===== src/ufbd_pkg.sv =====
// Package for the fractional baud divider search.
// Field widths, sequencer states and divider sizes. No dependencies.
package ufbd_pkg;

  localparam int ClkW  = 27;
  localparam int BaudW = 22;
  localparam int DlW   = 16;
  localparam int FracW = 4;
  localparam int NumW  = 34;   // dividend width of the shared divider
  localparam int DenW  = 28;   // divisor width of the shared divider
  localparam int CntW  = 6;
  localparam int ErrW  = 28;

  localparam logic [ClkW-1:0]  ClockReset = ClkW'(48000000);
  localparam logic [DlW-1:0]   DlMax      = '1;
  localparam logic [FracW-1:0] MulLast    = 4'd15;

  typedef enum logic [3:0] {
    S_IDLE,
    S_PLAIN,
    S_PLAIN_RUN,
    S_DL,
    S_DL_RUN,
    S_RATE,
    S_RATE_RUN,
    S_NEXT,
    S_DONE
  } state_t;

endpackage


===== src/ufbd_if.sv =====
// Channel interfaces: requested baud rate in, divider setting out.
// Depends on ufbd_pkg for field widths.
interface ufbd_baud_if import ufbd_pkg::*; ();
  logic             valid;
  logic             ready;
  logic [BaudW-1:0] baud_rate;
  modport source (output valid, output baud_rate, input ready);
  modport sink   (input valid, input baud_rate, output ready);
endinterface

interface ufbd_div_if import ufbd_pkg::*; ();
  logic             valid;
  logic             ready;
  logic [DlW-1:0]   divisor_latch;
  logic [FracW-1:0] div_add;
  logic [FracW-1:0] mul;
  modport source (output valid, output divisor_latch, output div_add, output mul,
                  input ready);
  modport sink   (input valid, input divisor_latch, input div_add, input mul,
                  output ready);
endinterface


===== src/uart_fractional_baud_divider_search.sv =====
// Fractional baud divider search, top level with sequencer and shared divider.
// Depends on ufbd_pkg and the interfaces in ufbd_if.sv.
//
//   channel  dir  payload                          transfer
//   in       in   baud_rate[21:0]                  valid & ready
//   out      out  divisor_latch, div_add, mul      valid & ready
//   cfg      in   cfg_wdata[26:0] (clock_hz)       cfg_we
//
// One restoring divider (34/28 bits) does all work. An exact plain quotient
// needs no pair search. Otherwise it tries 120 pairs at two divisions each.
// in.ready is high only when idle. The result sits in an output register;
// the next item may be taken while it waits. Synchronous reset clears
// control and sets clock_hz to 48 MHz.
module uart_fractional_baud_divider_search import ufbd_pkg::*; (
  input  logic            clk,
  input  logic            rst,
  input  logic            cfg_we,
  input  logic [ClkW-1:0] cfg_wdata,
  ufbd_baud_if.sink       in,
  ufbd_div_if.source      out
);

  state_t state, state_next;

  logic [ClkW-1:0]  clock_hz;
  logic [BaudW-1:0] baud;
  logic [FracW-1:0] m, a;
  logic [DlW-1:0]   dl, best_dl;
  logic [FracW-1:0] best_add, best_mul;
  logic [ErrW-1:0]  err_min;
  logic             pmsb;

  // shared divider
  logic [NumW-1:0] dq;
  logic [DenW-1:0] dd;
  logic [DenW-1:0] dr;
  logic [CntW-1:0] cnt;
  logic            div_done;
  logic [DenW:0]   rsh;
  logic [DenW+1:0] diff;

  assign div_done = (cnt == '0);
  assign rsh      = {dr, dq[NumW-1]};
  assign diff     = {1'b0, rsh} - {2'b0, dd};

  // operands
  logic [FracW:0]  am;
  logic [31:0]     p;
  logic [26:0]     q;
  logic [30:0]     cm;
  logic [20:0]     dla;
  assign am  = {1'b0, a} + {1'b0, m};
  assign p   = 32'({m, 1'b0}) * 32'(clock_hz);
  assign q   = 27'(baud) * 27'(am);
  assign cm  = 31'(clock_hz) * 31'(m);
  assign dla = 21'(dl) * 21'(am);

  // candidate divisor from quotient
  logic [29:0] qs;
  logic [30:0] dl_r;
  logic [DlW-1:0] dl_sat, dl_cand;
  assign qs     = pmsb ? dq[NumW-1:4] : {1'b0, dq[NumW-1:5]};
  assign dl_r   = ({1'b0, qs} + 31'd1) >> 1;
  assign dl_sat = (dl_r > 31'(DlMax)) ? DlMax : dl_r[DlW-1:0];
  always_comb begin
    dl_cand = dl_sat;
    if (dl_cand == '0) dl_cand = 16'd1;
    if (a != '0 && dl_cand < 16'd2) dl_cand = 16'd2;
  end

  // actual rate and its error
  logic [28:0]     rate_r;
  logic [ErrW-1:0] rate, err;
  assign rate_r = ({1'b0, dq[27:0]} + 29'd1) >> 1;
  assign rate   = rate_r[ErrW-1:0];
  assign err    = (rate >= ErrW'(baud)) ? rate - ErrW'(baud) : ErrW'(baud) - rate;

  logic out_free;
  assign out_free = !out.valid || out.ready;
  assign in.ready = (state == S_IDLE);

  always_comb begin
    state_next = state;
    unique case (state)
      S_IDLE:      if (in.valid) state_next = (in.baud_rate == '0) ? S_DONE : S_PLAIN;
      S_PLAIN:     state_next = S_PLAIN_RUN;
      S_PLAIN_RUN: if (div_done) state_next = (dr != '0) ? S_DL : S_DONE;
      S_DL:        state_next = S_DL_RUN;
      S_DL_RUN:    if (div_done) state_next = S_RATE;
      S_RATE:      state_next = S_RATE_RUN;
      S_RATE_RUN:  if (div_done) state_next = S_NEXT;
      S_NEXT:      state_next = (am[FracW-1:0] == {m[FracW-2:0], 1'b0} - 4'd1 &&
                                 m == MulLast) ? S_DONE : S_DL;
      S_DONE:      if (out_free) state_next = S_IDLE;
      default:     state_next = S_IDLE;
    endcase
  end

  always_ff @(posedge clk) begin
    if (rst) begin
      state     <= S_IDLE;
      clock_hz  <= ClockReset;
      cnt       <= '0;
      out.valid <= 1'b0;
    end else begin
      state <= state_next;
      if (cfg_we) clock_hz <= cfg_wdata;
      if (out.valid && out.ready && state != S_DONE) out.valid <= 1'b0;
      if (!div_done) begin
        cnt <= cnt - 1'b1;
        if (!diff[DenW+1]) begin
          dr <= diff[DenW-1:0];
          dq <= {dq[NumW-2:0], 1'b1};
        end else begin
          dr <= rsh[DenW-1:0];
          dq <= {dq[NumW-2:0], 1'b0};
        end
      end
      unique case (state)
        S_IDLE: if (in.valid) begin
          baud     <= in.baud_rate;
          best_dl  <= DlMax;
          best_add <= '0;
          best_mul <= 4'd1;
        end
        S_PLAIN: begin
          dq  <= NumW'(clock_hz);
          dd  <= DenW'({baud, 4'b0});
          dr  <= '0;
          cnt <= CntW'(NumW);
        end
        S_PLAIN_RUN: if (div_done) begin
          best_dl  <= (dq > NumW'(DlMax)) ? DlMax : dq[DlW-1:0];
          err_min  <= ErrW'(baud);
          m        <= 4'd1;
          a        <= '0;
        end
        S_DL: begin
          pmsb <= p[31];
          dq   <= p[31] ? {2'b0, p} : {1'b0, p, 1'b0};
          dd   <= DenW'(q);
          dr   <= '0;
          cnt  <= CntW'(NumW);
        end
        S_DL_RUN: if (div_done) dl <= dl_cand;
        S_RATE: begin
          dq  <= NumW'(cm);
          dd  <= DenW'({dla, 3'b0});
          dr  <= '0;
          cnt <= CntW'(NumW);
        end
        S_RATE_RUN: if (div_done && err < err_min) begin
          err_min  <= err;
          best_dl  <= dl;
          best_mul <= m;
          best_add <= a;
        end
        S_NEXT: begin
          if (a + 4'd1 < m) begin
            a <= a + 4'd1;
          end else begin
            a <= '0;
            m <= m + 4'd1;
          end
        end
        S_DONE: if (out_free) begin
          out.valid         <= 1'b1;
          out.divisor_latch <= (best_dl == '0) ? 16'd1 : best_dl;
          out.div_add       <= best_add;
          out.mul           <= best_mul;
        end
        default: ;
      endcase
    end
  end

endmodule


===== src/flat_wrapper.sv =====
// flat-port wrapper written by rule: the top's interface ports become plain ports
module uart_fractional_baud_divider_search_flat import ufbd_pkg::*;
  (clk, rst, cfg_we, cfg_wdata, in_valid, in_baud_rate, in_ready, out_valid, out_divisor_latch, out_div_add, out_mul, out_ready);
  ufbd_baud_if in_i ();
  ufbd_div_if out_i ();
  input  logic clk;
  input  logic rst;
  input  logic cfg_we;
  input  logic [ClkW-1:0] cfg_wdata;
  input wire logic [$bits(in_i.valid)-1:0] in_valid;
  input wire logic [$bits(in_i.baud_rate)-1:0] in_baud_rate;
  output wire logic [$bits(in_i.ready)-1:0] in_ready;
  output wire logic [$bits(out_i.valid)-1:0] out_valid;
  output wire logic [$bits(out_i.divisor_latch)-1:0] out_divisor_latch;
  output wire logic [$bits(out_i.div_add)-1:0] out_div_add;
  output wire logic [$bits(out_i.mul)-1:0] out_mul;
  input wire logic [$bits(out_i.ready)-1:0] out_ready;
  assign in_i.valid = in_valid;
  assign in_i.baud_rate = in_baud_rate;
  assign in_ready = in_i.ready;
  assign out_valid = out_i.valid;
  assign out_divisor_latch = out_i.divisor_latch;
  assign out_div_add = out_i.div_add;
  assign out_mul = out_i.mul;
  assign out_i.ready = out_ready;
  uart_fractional_baud_divider_search u_core (.clk(clk), .rst(rst), .cfg_we(cfg_we), .cfg_wdata(cfg_wdata), .in(in_i), .out(out_i));
endmodule

===== config.mk =====
export PLATFORM = sky130hd
export DESIGN_NAME = uart_fractional_baud_divider_search_flat
export DESIGN_NICKNAME = d
export VERILOG_FILES = /design/src/ufbd_pkg.sv /design/src/ufbd_if.sv /design/src/uart_fractional_baud_divider_search.sv /design/src/flat_wrapper.sv
export SDC_FILE = /design/constraint.sdc
export NUM_CORES = 1
export LEC_CHECK = 0
export ABC_AREA = 1
export BUFFER_PORTS_ARGS = -buffer_cell sky130_fd_sc_hd__buf_2
export CAP_MARGIN = 20
export CORE_AREA = 2 2 155 309
export CTS_BUF_LIST = sky130_fd_sc_hd__clkbuf_8
export DETAILED_ROUTE_END_ITERATION = 10
export DIE_AREA = 0 0 157 311
export PLACE_DENSITY = 0.77
export SLEW_MARGIN = 20
export SYNTH_ARGS = -nofsm -noshare
export SYNTH_HDL_FRONTEND = slang
export SYNTH_SLANG_ARGS = --single-unit

===== constraint.sdc =====
create_clock -name clk -period 18.4 [get_ports clk]
set_input_delay 3.68 -clock clk [delete_from_list [all_inputs] [get_ports clk]]
set_output_delay 3.68 -clock clk [all_outputs]
set_load 0.005 [all_outputs]

==> impl_metrics.py <==
metrics = {
    "clocking": {
        "cts_buffer_depth": 3,
        "clock_sinks": 250,
        "clk_pin_slew_ps": 70,
        "cts_tree": "done",
        "cts-resized-gates": 0,
        "h-tree-depth": 2,
        "clkLatencyLatePin_ps": 660,
        "clock-root-buffer": "clkbuf_8",
        "postCtsHoldBufs": 0,
        "cts_buffers": 42,
        "postCtsSetupBuffers": 0,
    },
    "grt": {
        "grt_overflow": 0,
        "grt_usage_pct": 40.8,
        "grt_max_degree": 58,
        "antenna_found_initial": 3,
        "grt_pass1_vias": 26200,
        "grt_first_pass_wirelength_mm": 151,
    },
    "synth": {
        "synth_edf_count": 212,
        "syn_inst": 3828,
        "synth_area_um2": 27600,
        "ys_ff_latch": 250,
        "synth-main-ff-cell": "edfxtp_1",
        "async_flop_share_pct": 0,
        "yosysUniqueCellTypes": 57,
        "syn-num-nets": 4250,
        "ys_seq_area_share_pct": 25.8,
        "syn_avg_cell_area_um2": 7.21,
        "ys_warn_count": 0,
    },
    "route": {
        "routedWlPerCell_um": 21.9,
        "drt-initial-drc-count": 2569,
        "routed_wl_mm": 99.0,
        "vias": 26800,
        "drc": 0,
        "viasPerCell": 5.94,
        "dr.pass1.iters": 6,
        "drtAntennaViolNets": 0,
    },
    "hold_path": {
        "holdPathStages": 0,
        "hold_class": "flip-flop to flip-flop",
        "min_from": "u_core.best_add[2]",
        "holdPathEnd": "u_core.out.div_add[2]",
    },
    "timing": {
        "fin_crit_sh_pct": 38.1,
        "final_max_slew_viol_count": 0,
        "tns_ps": 0,
        "slew_headroom_pct": 24.0,
        "finClkSkew_ps": 39.7,
        "worstMarginPinSlew_ps": 1140,
        "rsz0062_at_grt": "no",
        "setup_viol": 0,
        "hold_violations": 0,
        "min_period_ps": 7020,
        "timing.fmax_mhz": 143,
    },
    "critical_path": {
        "start_kind": "flip-flop",
        "reg2regPathDepth": 32,
        "reg2reg_slack_ps": 11380,
        "crit_required_ps": 18670,
        "max_stage_delay_ps": 710,
        "worstPathArrival_ps": 7280,
        "worst_setup_path_end_kind": "flip-flop",
        "cpMostUsedCell": "nand2_1",
        "r2r_start": "u_core.dq[1]",
        "worst-path-max-fanout": 27,
        "critPathSlowestCell": "a21oi_2",
        "critPathKind": "flip-flop to flip-flop",
        "r2r_end": "u_core.best_add[2]",
    },
    "placement": {
        "portBuffers": 79,
        "gp_congestion": 1.10,
        "hpwl_mm": 79.3,
    },
    "final_layout": {
        "syn_to_final_growth_pct": 6.46,
        "nets": 4274,
        "drive_gt1_share_pct": 6.28,
    },
    "die": {
        "die_y_um": 311,
        "fp-row-count": 112,
        "io_pins": 80,
        "core_um2": 46400,
        "die_w_um": 157,
        "dieArea_um2": 48800,
        "start_util_pct": 59.5,
    },
    "job": {
        "cap_violations": 0,
    },
    "run_status": {
        "status": "finished, final reports clean",
    },
}
-- cell usage in the layout (no fill, tap or decap), types with 79 or more instances in the layout --
| cell type | netlist | routed |
|---|---|---|
| nand2_1 | 1037 | 1037 |
| inv_1 | 631 | 641 |
| nor2_1 | 309 | 305 |
| a21oi_1 | 249 | 247 |
| ha_1 | 212 | 212 |
| edfxtp_1 | 212 | 212 |
| o21ai_0 | 188 | 188 |
| fa_1 | 156 | 156 |
| nand3_1 | 131 | 131 |
| xor2_1 | 96 | 96 |
| buf_2 | 9 | 79 |
-- layer usage --
| layer | vias up | global-route usage [%] | wire length [um] |
|---|---|---|---|
| met2 | 1391 | 66.5 | 45900 |
| met5 | - | 0 | 24 |
| met1 | 12600 | 47.3 | 35200 |
| met3 | 405 | 6.14 | 7870 |
| li1 | 12400 | - | - |
| met4 | 4 | 32.4 | 10000 |
-- layout make-up --
cell class	instances	area [um2]
Inverter	645	2420
Timing Repair Buffer	108	613
Multi-Input combinational cell	2805	17600
Clock buffer	44	606
Tap cell	627	785
Clock inverter	32	292
Sequential cell	250	7130
Antenna cell	1	2.50
Fill cell	4301	17000
-- synth_stat cells, types with 10 or more instances --
master	number	area share [%]
xor2_1	96	3.0
o2111ai_1	25	0.79
nand3_1	131	2.4
edfxtp_1	212	23
o21ai_1	39	0.71
clkbuf_1	97	1.3
nand2_1	1037	14
a21oi_1	249	4.5
o211ai_1	40	1.1
ha_1	212	9.6
o221ai_1	17	0.54
nor4_1	23	0.52
xnor2_1	37	1.2
a31oi_1	13	0.29
o21ai_0	188	3.4
fa_1	156	11
inv_2	10	0.14
dfxtp_1	38	2.8
inv_1	631	8.6
a21o_1	12	0.33
nand2_2	11	0.25
nand4_1	48	1.1
buf_1	10	0.14
or2_2	15	0.34
o21bai_1	14	0.38
nor3_1	50	0.91
nor2_1	309	4.2
-- sequential cells by signal (all words and copies together), names as in the netlist --
register and flops:
u_core.out.divisor_latch 16, u_core.out.mul 4, u_core.state 4, u_core.best_dl 16, u_core.dl 16, u_core.dq 34
u_core.err_min 28, u_core.out.div_add 4, u_core.baud 22, u_core.out.valid 1, u_core.dr 28, u_core.clock_hz 27
u_core.pmsb 1, u_core.dd 27, u_core.a 4, u_core.cnt 6, u_core.best_add 4, u_core.best_mul 4
u_core.m 4
-- cells by family (layout without fill, tap and decap cells) --
group,Yosys count,in the layout,share of synthesized area (%)
and+or+nand+nor,1660,1660,24.9
other,0,1,0
AOI/OAI and AO/OA,644,644,13.4
buffers and inverters,773,829,10.8
xor gates and xnor gates,133,133,4.22
DFF,250,250,25.8
adders and majority gates,368,368,20.9
-- how the worst max path moves through the flow --
| stage | start | endpoint | slack (ps) | cells after the start |
|---|---|---|---|---|
| final | u_core.dq[1] | u_core.best_add[2] | 11380 | 32 |
| after global routing | u_core.dq[2] | u_core.best_add[2] | 10720 | 34 |
| after CTS | u_core.dq[1] | u_core.best_add[2] | 11400 | 32 |
| after detailed placement | u_core.dq[1] | u_core.best_mul[1] | 11500 | 32 |
| after global placement | u_core.dq[0] | u_core.best_mul[1] | 11320 | 32 |
| after floorplan | rst | u_core.dq[0] | 11860 | 4 |
-- stage by stage --
| step | hold slack, ps | area, um2 | utilization, % | setup slack (ps) | cells |
|---|---|---|---|---|---|
| final | 421 | 29400 | 63.4 | 11380 | 4512 |
| after global routing | 426 | 29400 | 63.4 | 10720 | 4512 |
| after floorplan | 400 | 27600 | - | 11860 | 3828 |
| after detailed placement | 411 | 28500 | 61.4 | 11500 | 4435 |
| after CTS | 424 | 29400 | 63.4 | 11400 | 4511 |
| after global placement | 406 | 28500 | 61.4 | 11320 | 4435 |
-- worst max-delay path: cells and delay by family, from the launching register on --
| kind | cells | cell delay, ps |
|---|---|---|
| adder cells (fa/ha/maj) | 3 | 870 |
| AND/OR/NAND/NOR | 18 | 2950 |
| AO/OA/AOI/OAI | 6 | 1580 |
| buffers and inverters | 4 | 560 |
| flip-flops | 1 | 420 |
| XOR/XNOR | 1 | 230 |
Power is not shown: default switching activity piles up to over one toggle a cycle in this logic, so the estimate is an artifact.
